==> src/rtl/sgps_pkg.sv <==
// Shared types, constants and defaults for the softened gravity particle step block.
package sgps_pkg;

  localparam int MAX_BODIES_DEF = 16;
  localparam int FRAC_BITS_DEF  = 16;

  localparam int TERM_W = 59;
  localparam logic [TERM_W-1:0] TERM_CAP = TERM_W'(1) << 58;

  localparam logic [1:0] CFG_TIME_STEP     = 2'd0;
  localparam logic [1:0] CFG_GRAVITY_CONST = 2'd1;
  localparam logic [1:0] CFG_SOFTEN_SQ     = 2'd2;
  localparam logic [1:0] CFG_BODY_COUNT    = 2'd3;

  typedef enum logic [1:0] {
    OP_BODY = 2'd0,
    OP_GRAV = 2'd1,
    OP_MOVE = 2'd2
  } op_t;

  typedef struct packed {
    logic               req_type;
    logic [3:0]         body_index;
    logic [30:0]        body_mass_in;
    logic signed [31:0] pos_x;
    logic signed [31:0] pos_y;
    logic signed [31:0] vel_x;
    logic signed [31:0] vel_y;
    logic signed [31:0] life_left;
    logic               gravity_on;
  } in_item_t;

  typedef struct packed {
    logic signed [31:0] new_pos_x;
    logic signed [31:0] new_pos_y;
    logic signed [31:0] new_vel_x;
    logic signed [31:0] new_vel_y;
    logic signed [31:0] new_life;
    logic               is_dead;
  } out_item_t;

  typedef struct packed {
    op_t                op;
    logic [3:0]         body_index;
    logic [30:0]        body_mass;
    logic signed [31:0] pos_x;
    logic signed [31:0] pos_y;
    logic signed [31:0] vel_x;
    logic signed [31:0] vel_y;
    logic signed [31:0] life;
  } work_t;

  typedef struct packed {
    logic  vld;
    work_t item;
  } work_port_t;

endpackage

==> src/rtl/sgps_front.sv <==
// Input side: accepts, classifies and queues items; drops out-of-range bodies.
module sgps_front import sgps_pkg::*; #(
  parameter int MAX_BODIES = MAX_BODIES_DEF
) (
  input  logic       clk,
  input  logic       rst_n,
  input  logic       in_push,
  input  in_item_t   in_data,
  output logic       in_full,
  input  logic       deq,
  output work_port_t wq
);

  work_t      slot_r [2];
  logic       wr_ptr_r, rd_ptr_r;
  logic [1:0] cnt_r;
  work_t      item_c;
  logic       keep_c, acc_c, push_c, pop_c;

  always_comb begin
    item_c.body_index = in_data.body_index;
    item_c.body_mass  = in_data.body_mass_in;
    item_c.pos_x      = in_data.pos_x;
    item_c.pos_y      = in_data.pos_y;
    item_c.vel_x      = in_data.vel_x;
    item_c.vel_y      = in_data.vel_y;
    item_c.life       = in_data.life_left;
    keep_c            = 1'b1;
    if (!in_data.req_type) begin
      item_c.op = OP_BODY;
      keep_c    = 32'(in_data.body_index) < MAX_BODIES;
    end else if (in_data.gravity_on) begin
      item_c.op = OP_GRAV;
    end else begin
      item_c.op = OP_MOVE;
    end
  end

  assign in_full = cnt_r == 2'd2;
  assign acc_c   = in_push && !in_full;
  assign push_c  = acc_c && keep_c;
  assign pop_c   = deq && (cnt_r != 2'd0);

  always_ff @(posedge clk) begin
    if (!rst_n) begin
      wr_ptr_r <= 1'b0;
      rd_ptr_r <= 1'b0;
      cnt_r    <= 2'd0;
    end else begin
      if (push_c) begin
        slot_r[wr_ptr_r] <= item_c;
        wr_ptr_r         <= !wr_ptr_r;
      end
      if (pop_c) rd_ptr_r <= !rd_ptr_r;
      cnt_r <= cnt_r + 2'(push_c) - 2'(pop_c);
    end
  end

  assign wq.vld  = cnt_r != 2'd0;
  assign wq.item = slot_r[rd_ptr_r];

endmodule

==> config.mk <==
export PLATFORM = sky130hd
export DESIGN_NAME = sgps_front
export DESIGN_NICKNAME = d
export VERILOG_FILES = /design/src/rtl/sgps_pkg.sv /design/src/rtl/sgps_front.sv
export SDC_FILE = /design/constraint.sdc
export NUM_CORES = 1
export LEC_CHECK = 0
export BUFFER_PORTS_ARGS = -buffer_cell sky130_fd_sc_hd__buf_2
export CAP_MARGIN = 10
export CORE_ASPECT_RATIO = 1.1
export CORE_UTILIZATION = 56
export CTS_CLUSTER_DIAMETER = 200
export CTS_CLUSTER_SIZE = 10
export DETAILED_ROUTE_END_ITERATION = 7
export PLACE_DENSITY = 0.84
export SYNTH_ARGS = -nofsm -noshare
export SYNTH_HDL_FRONTEND = slang
export SYNTH_SLANG_ARGS = --single-unit
==> constraint.sdc <==
create_clock -name clk -period 20.1 [get_ports clk]
set_clock_uncertainty 0.1 [all_clocks]
set_input_delay 4.02 -clock clk [delete_from_list [all_inputs] [get_ports clk]]
set_output_delay 4.02 -clock clk [all_outputs]
set_load 0.005 [all_outputs]
; ---- After elaboration in Yosys (flattened, before gate mapping)
; Memory sizes are Yosys's and may differ from the RTL's. A register that Yosys moved wholly into a read port is not among the register bits.
; Index checks and enable logic that the tools add are counted.
[word_totals]
mem_count = 1
regBits = 4
input_bits = 201
elab_cells = 20
ramBits = 394
latch_bits = 0
mem_bits_ro = 0
[op_classes]
n_eq_ne = 1
n_lt_le_gt_ge = 0
n_div = 0
bitwise = 0
muxes = 7
addsub = 2
shift = 0
reduce_logical = 6
mul = 0
[memory_table]
columns = memory, depth, width, rd, rd_ports_with_merged_regs, write_ports, line
row1 = slot_r, 2, 197, 1, 1, 1, sgps_front.sv:14  ; work_t slot_r [2];
[op_table]
columns = operator, n
row1 = $mux W1, 5
row2 = $mux W2, 2
row3 = $logic_not A1 Y1, 3
row4 = $add A2 B1 Y2, 1
row5 = $eq A2 B2 Y1 const B, 1
row6 = $logic_and A1 B1 Y1, 2
row7 = $reduce_bool A2 Y1, 1
row8 = $sub A2 B1 Y2, 1

; ---- Logic depth before layout (Yosys ltp)
; Gate-level depths: netlist of the first run.
[depth]
depth_word = 6
mapped_depth = 9
ltp_nobuf = 9

; ---- Worst setup path before layout of the first run
; OpenSTA, ideal clock, no wires.
[synth_timing]
kind = in2reg
from = input rst_n
to = memory slot_r[0][0] in the netlist's numbering (enable)
t_arrival_ns = 12.280
n_path_buf = 0
stages = 2
setup_ns = 0.757
setup_slack_ns = 6.963
cell_sequence = nand3_1 -> nor2_1
[synth_between]
elab_chain_len = 2
[synth_lines]
columns = item, line
row1 = "start, declared", sgps_front.sv:6  ; input logic rst_n,
row2 = $mux W1, sgps_front.sv:45  ; if (!rst_n) begin
row3 = $mux W1 (implied by the code), sgps_front.sv:51  ; slot_r[wr_ptr_r] <= item_c;
row4 = "end, declared", sgps_front.sv:14
; Every way passes these cells.

==> results of run 1 <==
[power breakdown]
| part | internal [µW] | leakage [µW] | switching, µW |
|---|---|---|---|
| clock network | 414 | 0.000593 | 283 |
| logic | 237 | 0.00286 | 186 |
| registers | 989 | 0.00365 | 33.3 |
[layout make-up]
| type | instances | area [µm²] | area share, % |
|---|---|---|---|
| repair buffers | 407 | 2060 | 11.1 |
| well taps | 352 | 440 | 2.37 |
| diodes | 13 | 32.5 | 0.175 |
| flip-flops and latches | 399 | 11900 | 64.3 |
| clock inverters | 1 | 8.76 | 0.0472 |
| multi-input cells | 217 | 2860 | 15.4 |
| inverters | 3 | 11.3 | 0.0607 |
| clock buffers | 55 | 1210 | 6.50 |
[final timing paths]
| check | startpoint | endpoint | cells after the start |
|---|---|---|---|
| max | register | wq[183] | 4 |
| min | wr_ptr_r | wr_ptr_r | 2 |
| max reg2reg | cnt_r[0] | slot_r[1][144] | 5 |
| min reg2reg | wr_ptr_r | wr_ptr_r | 2 |
[registers in the layout, indices dropped and copies added (netlist names), named ones only]
name      flops
slot_r      394
cnt_r         2
rd_ptr_r      1
wr_ptr_r      1
[cell usage in the layout, fill, tap and decap left out]
| cell | count |
|---|---|
| buf_4 | 8 |
| clkbuf_1 | 8 |
| nor2_4 | 1 |
| nand3_1 | 1 |
| nand2b_1 | 1 |
| mux2_4 | 130 |
| and2_1 | 4 |
| inv_1 | 3 |
| ha_1 | 2 |
| dfxtp_4 | 1 |
| nor2b_1 | 3 |
| diode_2 | 13 |
| mux2_2 | 67 |
| o21a_1 | 1 |
| o22ai_1 | 1 |
| dfxtp_1 | 4 |
| edfxtp_1 | 394 |
| buf_2 | 399 |
| clkbuf_16 | 47 |
| and3_4 | 1 |
| or2_2 | 1 |
| xnor2_1 | 3 |
| inv_6 | 1 |
| nand2_1 | 1 |
[per-stage QoR]
step	hold slack [ps]	setup WS, ps	instances	total power (µW)
floorplan	368	6960	641	1330
global placement	423	12740	1378	1450
detailed placement	431	12720	1378	1470
CTS	448	12330	1434	2160
global route	474	12240	1444	2220
finish	453	12410	1447	2140
[worst max-delay path: cells and delay by family (launching register included)]
family / cells / cell delay [ps]
buf+inv: 3 / 1660
flops: 1 / 910
mux: 1 / 350
[kinds of logic (layout without fill, tap and decap cells)]
family                     Yosys count  count (layout)  synth area share [%]
AOI/OAI and AO/OA                    2               2                0.0918
xor gates and xnor gates             3               3                 0.175
adders and majority gates            2               2                 0.167
buffers and inverters               25             466                  1.48
DFF                                399             399                  79.5
muxes                              197             197                  18.0
other                                0              13                     0
and+or+nand+nor                     13              13                 0.500
[routing by layer]
metal / track usage [%] / wire length [µm] / share of wire, %
met1: 22.8 / 10700 / 36
met2: 38.2 / 15700 / 52
met3: 6.40 / 2580 / 8.6
met4: 10.3 / 1120 / 3.7
met5: 0 / 31 / 0.10
==> impl_metrics.env, run 1 <==
export IMPL_period_share_pct=38.2
export IMPL_min_period_ps=7690
export IMPL_start_util_pct=57.2
export IMPL_yosys_area_top_type="edfxtp_1"
export IMPL_cp_required_ps=15980
export IMPL_fp_dieH_um=174
export IMPL_cpMaxStageDelayCell="dfxtp_4"
export IMPL_synthArstFlopShare_pct=0
export IMPL_ctsResizeCount=0
export IMPL_critPathLaunchType="register"
export IMPL_syn_num_nets=844
export IMPL_nNetsFinal=1276
export IMPL_critPathMaxFanout=64
export IMPL_synth_commonest_cells="edfxtp_1, mux2_4, mux2_2"
export IMPL_worstSetupPathType="register to primary output"
export IMPL_power_per_cell_area_nw_per_um2=116
export IMPL_crit_arrival_ps=3570
export IMPL_cpPeakStageDelay_ps=910
export IMPL_grt_pass1_vias=7994
export IMPL_ys_ff_latch=399
export IMPL_row_count=62
export IMPL_cap_violations=0
export IMPL_crit_chain="buf_4 > buf_4 > mux2_4 > buf_2"
export IMPL_finalSetupViolations=0
export IMPL_grt_max_degree=71
export IMPL_numCtsBuffers=45
export IMPL_yosysSeqAreaShare_pct=79.5
export IMPL_worstSkewPairLatency_ps=520
export IMPL_cts_root_buf="clkbuf_16"
export IMPL_syn_avg_cell_area_um2=23.4
export IMPL_place_gp_congestion=0.828
export IMPL_gr_total_overflow=0
export IMPL_routed_wl_um=30100
export IMPL_status="completed"
export IMPL_post_route_drc_count=0
export IMPL_dr_first_iter_drc_count=327
export IMPL_ioPinCount=400
export IMPL_core_area_um2=26200
export IMPL_dp_hpwl_um=20400
export IMPL_synth_top_area_share_pct=78.9
export IMPL_die_area_um2=27400
export IMPL_final_max_slew_violation_count=0
export IMPL_synth_ff_type="edfxtp_1"
export IMPL_vdd_ir_drop_max_uv=88.3
export IMPL_place_area_um2=17300
export IMPL_track_usage_pct=21.4
export IMPL_grt_pass1_wl_um=43600
export IMPL_finalHoldViolCount=0
export IMPL_area_growth_pct=23.7
export IMPL_synth_most_common_cell="edfxtp_1"
export IMPL_synth_area_leaders="edfxtp_1, mux2_4, mux2_2, buf_6, dfxtp_1"
export IMPL_cts_clk_slew_worst_paths_ps=60
export IMPL_dr_pass1_iters=5
export IMPL_rsz0062_at_grt="no"
export IMPL_cts_tree="done"
export IMPL_r2r_setup_slack_ps=16350
export IMPL_drt_vias_per_instance=5.22
export IMPL_worst_slew_pin_slew_ps=958
export IMPL_numPortBuffers=399
export IMPL_layout_drive_gt1_share_pct=60.6
export IMPL_cp_common_cell="buf_4"
export IMPL_fmax_mhz=130
export IMPL_synth_edff_count=394
export IMPL_cts_setup_buffers=0
export IMPL_hold_class="register to register"
export IMPL_synth_cells=641
export IMPL_ant_nets=0
export IMPL_p_leak_uw=0.00711
export IMPL_postLayoutCoreUtil_pct=70.7
export IMPL_die_w_um=158
export IMPL_ys_types=19
export IMPL_synth_area_um2=15000
export IMPL_endpoint_kind="primary output"
export IMPL_stdcell_area_um2=18600
export IMPL_cts_hold_buf=0
export IMPL_num_fill_cells=1664
export IMPL_cts_sinks=399
export IMPL_vias=7560
export IMPL_h_tree_depth=2
export IMPL_setup_tns_ps=0
export IMPL_wl_per_cell_um=20.8
export IMPL_antenna_found_initial=14
export IMPL_slew_headroom_pct=36.1
export IMPL_ys_warn_count=0
export IMPL_clockBufferDepth=3
Note: power is estimated with default switching activity, not from simulation.
==> run 2, diff against run 1 <==
--- a/config.mk
+++ b/config.mk
@@ -8,11 +8,11 @@
 export BUFFER_PORTS_ARGS = -buffer_cell sky130_fd_sc_hd__buf_2
 export CAP_MARGIN = 10
 export CORE_ASPECT_RATIO = 1.1
-export CORE_UTILIZATION = 56
+export CORE_UTILIZATION = 52
 export CTS_CLUSTER_DIAMETER = 200
 export CTS_CLUSTER_SIZE = 10
 export DETAILED_ROUTE_END_ITERATION = 7
-export PLACE_DENSITY = 0.84
+export PLACE_DENSITY = 0.79
 export SYNTH_ARGS = -nofsm -noshare
 export SYNTH_HDL_FRONTEND = slang
 export SYNTH_SLANG_ARGS = --single-unit
==> constraint.sdc (replaced) <==
create_clock -name clk -period 7.1 [get_ports clk]
set_clock_uncertainty 0.1 [all_clocks]
set_input_delay 1.42 -clock clk [delete_from_list [all_inputs] [get_ports clk]]
set_output_delay 1.42 -clock clk [all_outputs]
set_load 0.005 [all_outputs]
==> run 2 against run 1 <==
Combinational power rose to 2.8 times the previous value. Worst setup slack got worse by 9500 ps. Power rose to 2.8 times the previous value. Critical path type unchanged.
==> impl_metrics.env, run 2 (same netlist as run 1, synthesis figures left out) <==
export IMPL_grt_pass1_vias=7793
export IMPL_worst_slew_pin_slew_ps=1080
export IMPL_largestRegisters="slot_r: 394 flops, cnt_r: 2 flops"
export IMPL_core_area_um2=28100
export IMPL_routed_wl_um=28900
export IMPL_wl_met2_um=15100
export IMPL_crit_arrival_ps=2690
export IMPL_numPortBuffers=399
export IMPL_cts_tree="done"
export IMPL_fp_dieH_um=180
export IMPL_ctsResizeCount=0
export IMPL_period_share_pct=59.4
export IMPL_min_period_ps=4210
export IMPL_critPathLaunchType="register"
export IMPL_wl_met3_um=2740
export IMPL_nNetsFinal=1274
export IMPL_dp_hpwl_um=19300
export IMPL_final_cell_mix="buf_2, edfxtp_1, mux2_4"
export IMPL_die_area_um2=29500
export IMPL_start_util_pct=53.4
export IMPL_fin_cells=1453
export IMPL_clockBufferDepth=3
export IMPL_final_max_slew_violation_count=0
export IMPL_cts_root_buf="clkbuf_16"
export IMPL_cp_required_ps=5580
export IMPL_dr_pass1_iters=4
export IMPL_total_power_uw=6060
export IMPL_p_leak_uw=0.00711
export IMPL_status="completed"
export IMPL_cts_hold_buf=0
export IMPL_h_tree_depth=2
export IMPL_cap_violations=0
export IMPL_vias=7396
export IMPL_crit_chain="buf_4 > mux2_2 > buf_2"
export IMPL_antenna_found_initial=10
export IMPL_die_w_um=164
export IMPL_critPathMaxFanout=57
export IMPL_area_growth_pct=23.9
export IMPL_worstSetupPathType="register to primary output"
export IMPL_worstSkewPairLatency_ps=520
export IMPL_top_register="slot_r"
export IMPL_gr_total_overflow=0
export IMPL_ant_nets=0
export IMPL_slew_headroom_pct=28.0
export IMPL_setup_tns_ps=0
export IMPL_numCtsBuffers=45
export IMPL_layout_commonest_cell="buf_2"
export IMPL_r2r_cells=4
export IMPL_fmax_mhz=237
export IMPL_cts_sinks=399
export IMPL_cpPeakStageDelay_ps=880
export IMPL_ioPinCount=400
export IMPL_row_count=64
export IMPL_largest_reg_flops=394
export IMPL_layout_drive_gt1_share_pct=60.4
export IMPL_routed_top_layer="met5"
export IMPL_post_route_drc_count=0
export IMPL_drt_vias_per_instance=5.09
export IMPL_place_gp_congestion=0.778
export IMPL_cts_setup_buffers=0
export IMPL_hold_class="register to register"
export IMPL_vdd_ir_drop_max_uv=305
export IMPL_cts_clk_slew_worst_paths_ps=50
export IMPL_finalSetupViolations=0
export IMPL_place_inst=1387
export IMPL_dr_first_iter_drc_count=481
export IMPL_power_per_cell_area_nw_per_um2=326
export IMPL_grt_max_degree=115
export IMPL_wl_per_cell_um=19.9
export IMPL_postLayoutCoreUtil_pct=66.1
export IMPL_track_usage_pct=19.3
export IMPL_holdWs_ps=457
export IMPL_rsz0062_at_grt="no"
export IMPL_finalHoldViolCount=0
export IMPL_holdPathStages=2
export IMPL_endpoint_kind="primary output"
export IMPL_cpMaxStageDelayCell="dfxtp_4"
export IMPL_grt_pass1_wl_um=42700
export IMPL_wl_met1_um=10100
run 2: per-stage QoR:
step / area [µm²] / setup slack [ps]
2_1_floorplan: 15000 / 307
3_3_place_gp: 17300 / 3400
3_5_place_dp: 17300 / 3350
4_1_cts: 18600 / 2830
5_1_grt: 18600 / 2730
6_report: 18600 / 2890
run 2: final timing paths:
kind	startpoint	endpoint	slack, ps
setup / recovery	register	wq[4]	2890
hold / removal	wr_ptr_r	wr_ptr_r	460
setup reg to reg	cnt_r[0]	slot_r[1][52]	4320
hold reg to reg	wr_ptr_r	wr_ptr_r	460
run 2: power by group:
group          switching (µW)  internal, µW  total (µW)
Combinational             524           674        1200
Sequential               89.1          2800        2890
Clock                     798          1180        1970
Total                    1410          4650        6060
run 2: worst max-delay path, delay by kind of cell, from the launching register on:
kind	cells	cell delay, ps
buf+inv	2	830
flops	1	880
mux	1	410
run 2: layout make-up:
cell class | instances | area (µm²)
Sequential cell | 399 | 11900
Fill cell | 1887 | 9530
Multi-Input combinational cell | 217 | 2860
Timing Repair Buffer | 405 | 2080
Clock buffer | 57 | 1210
Tap cell | 363 | 454
Antenna cell | 8 | 20.0
Inverter | 3 | 11.3
Clock inverter | 1 | 8.76
run 2: layer usage:
layer / track usage (%) / up-vias
met1: 20.6 / 3602
met5: 0 / -
met4: 8.04 / 4
met3: 7.09 / 68
li1: - / 3410
met2: 34.1 / 312
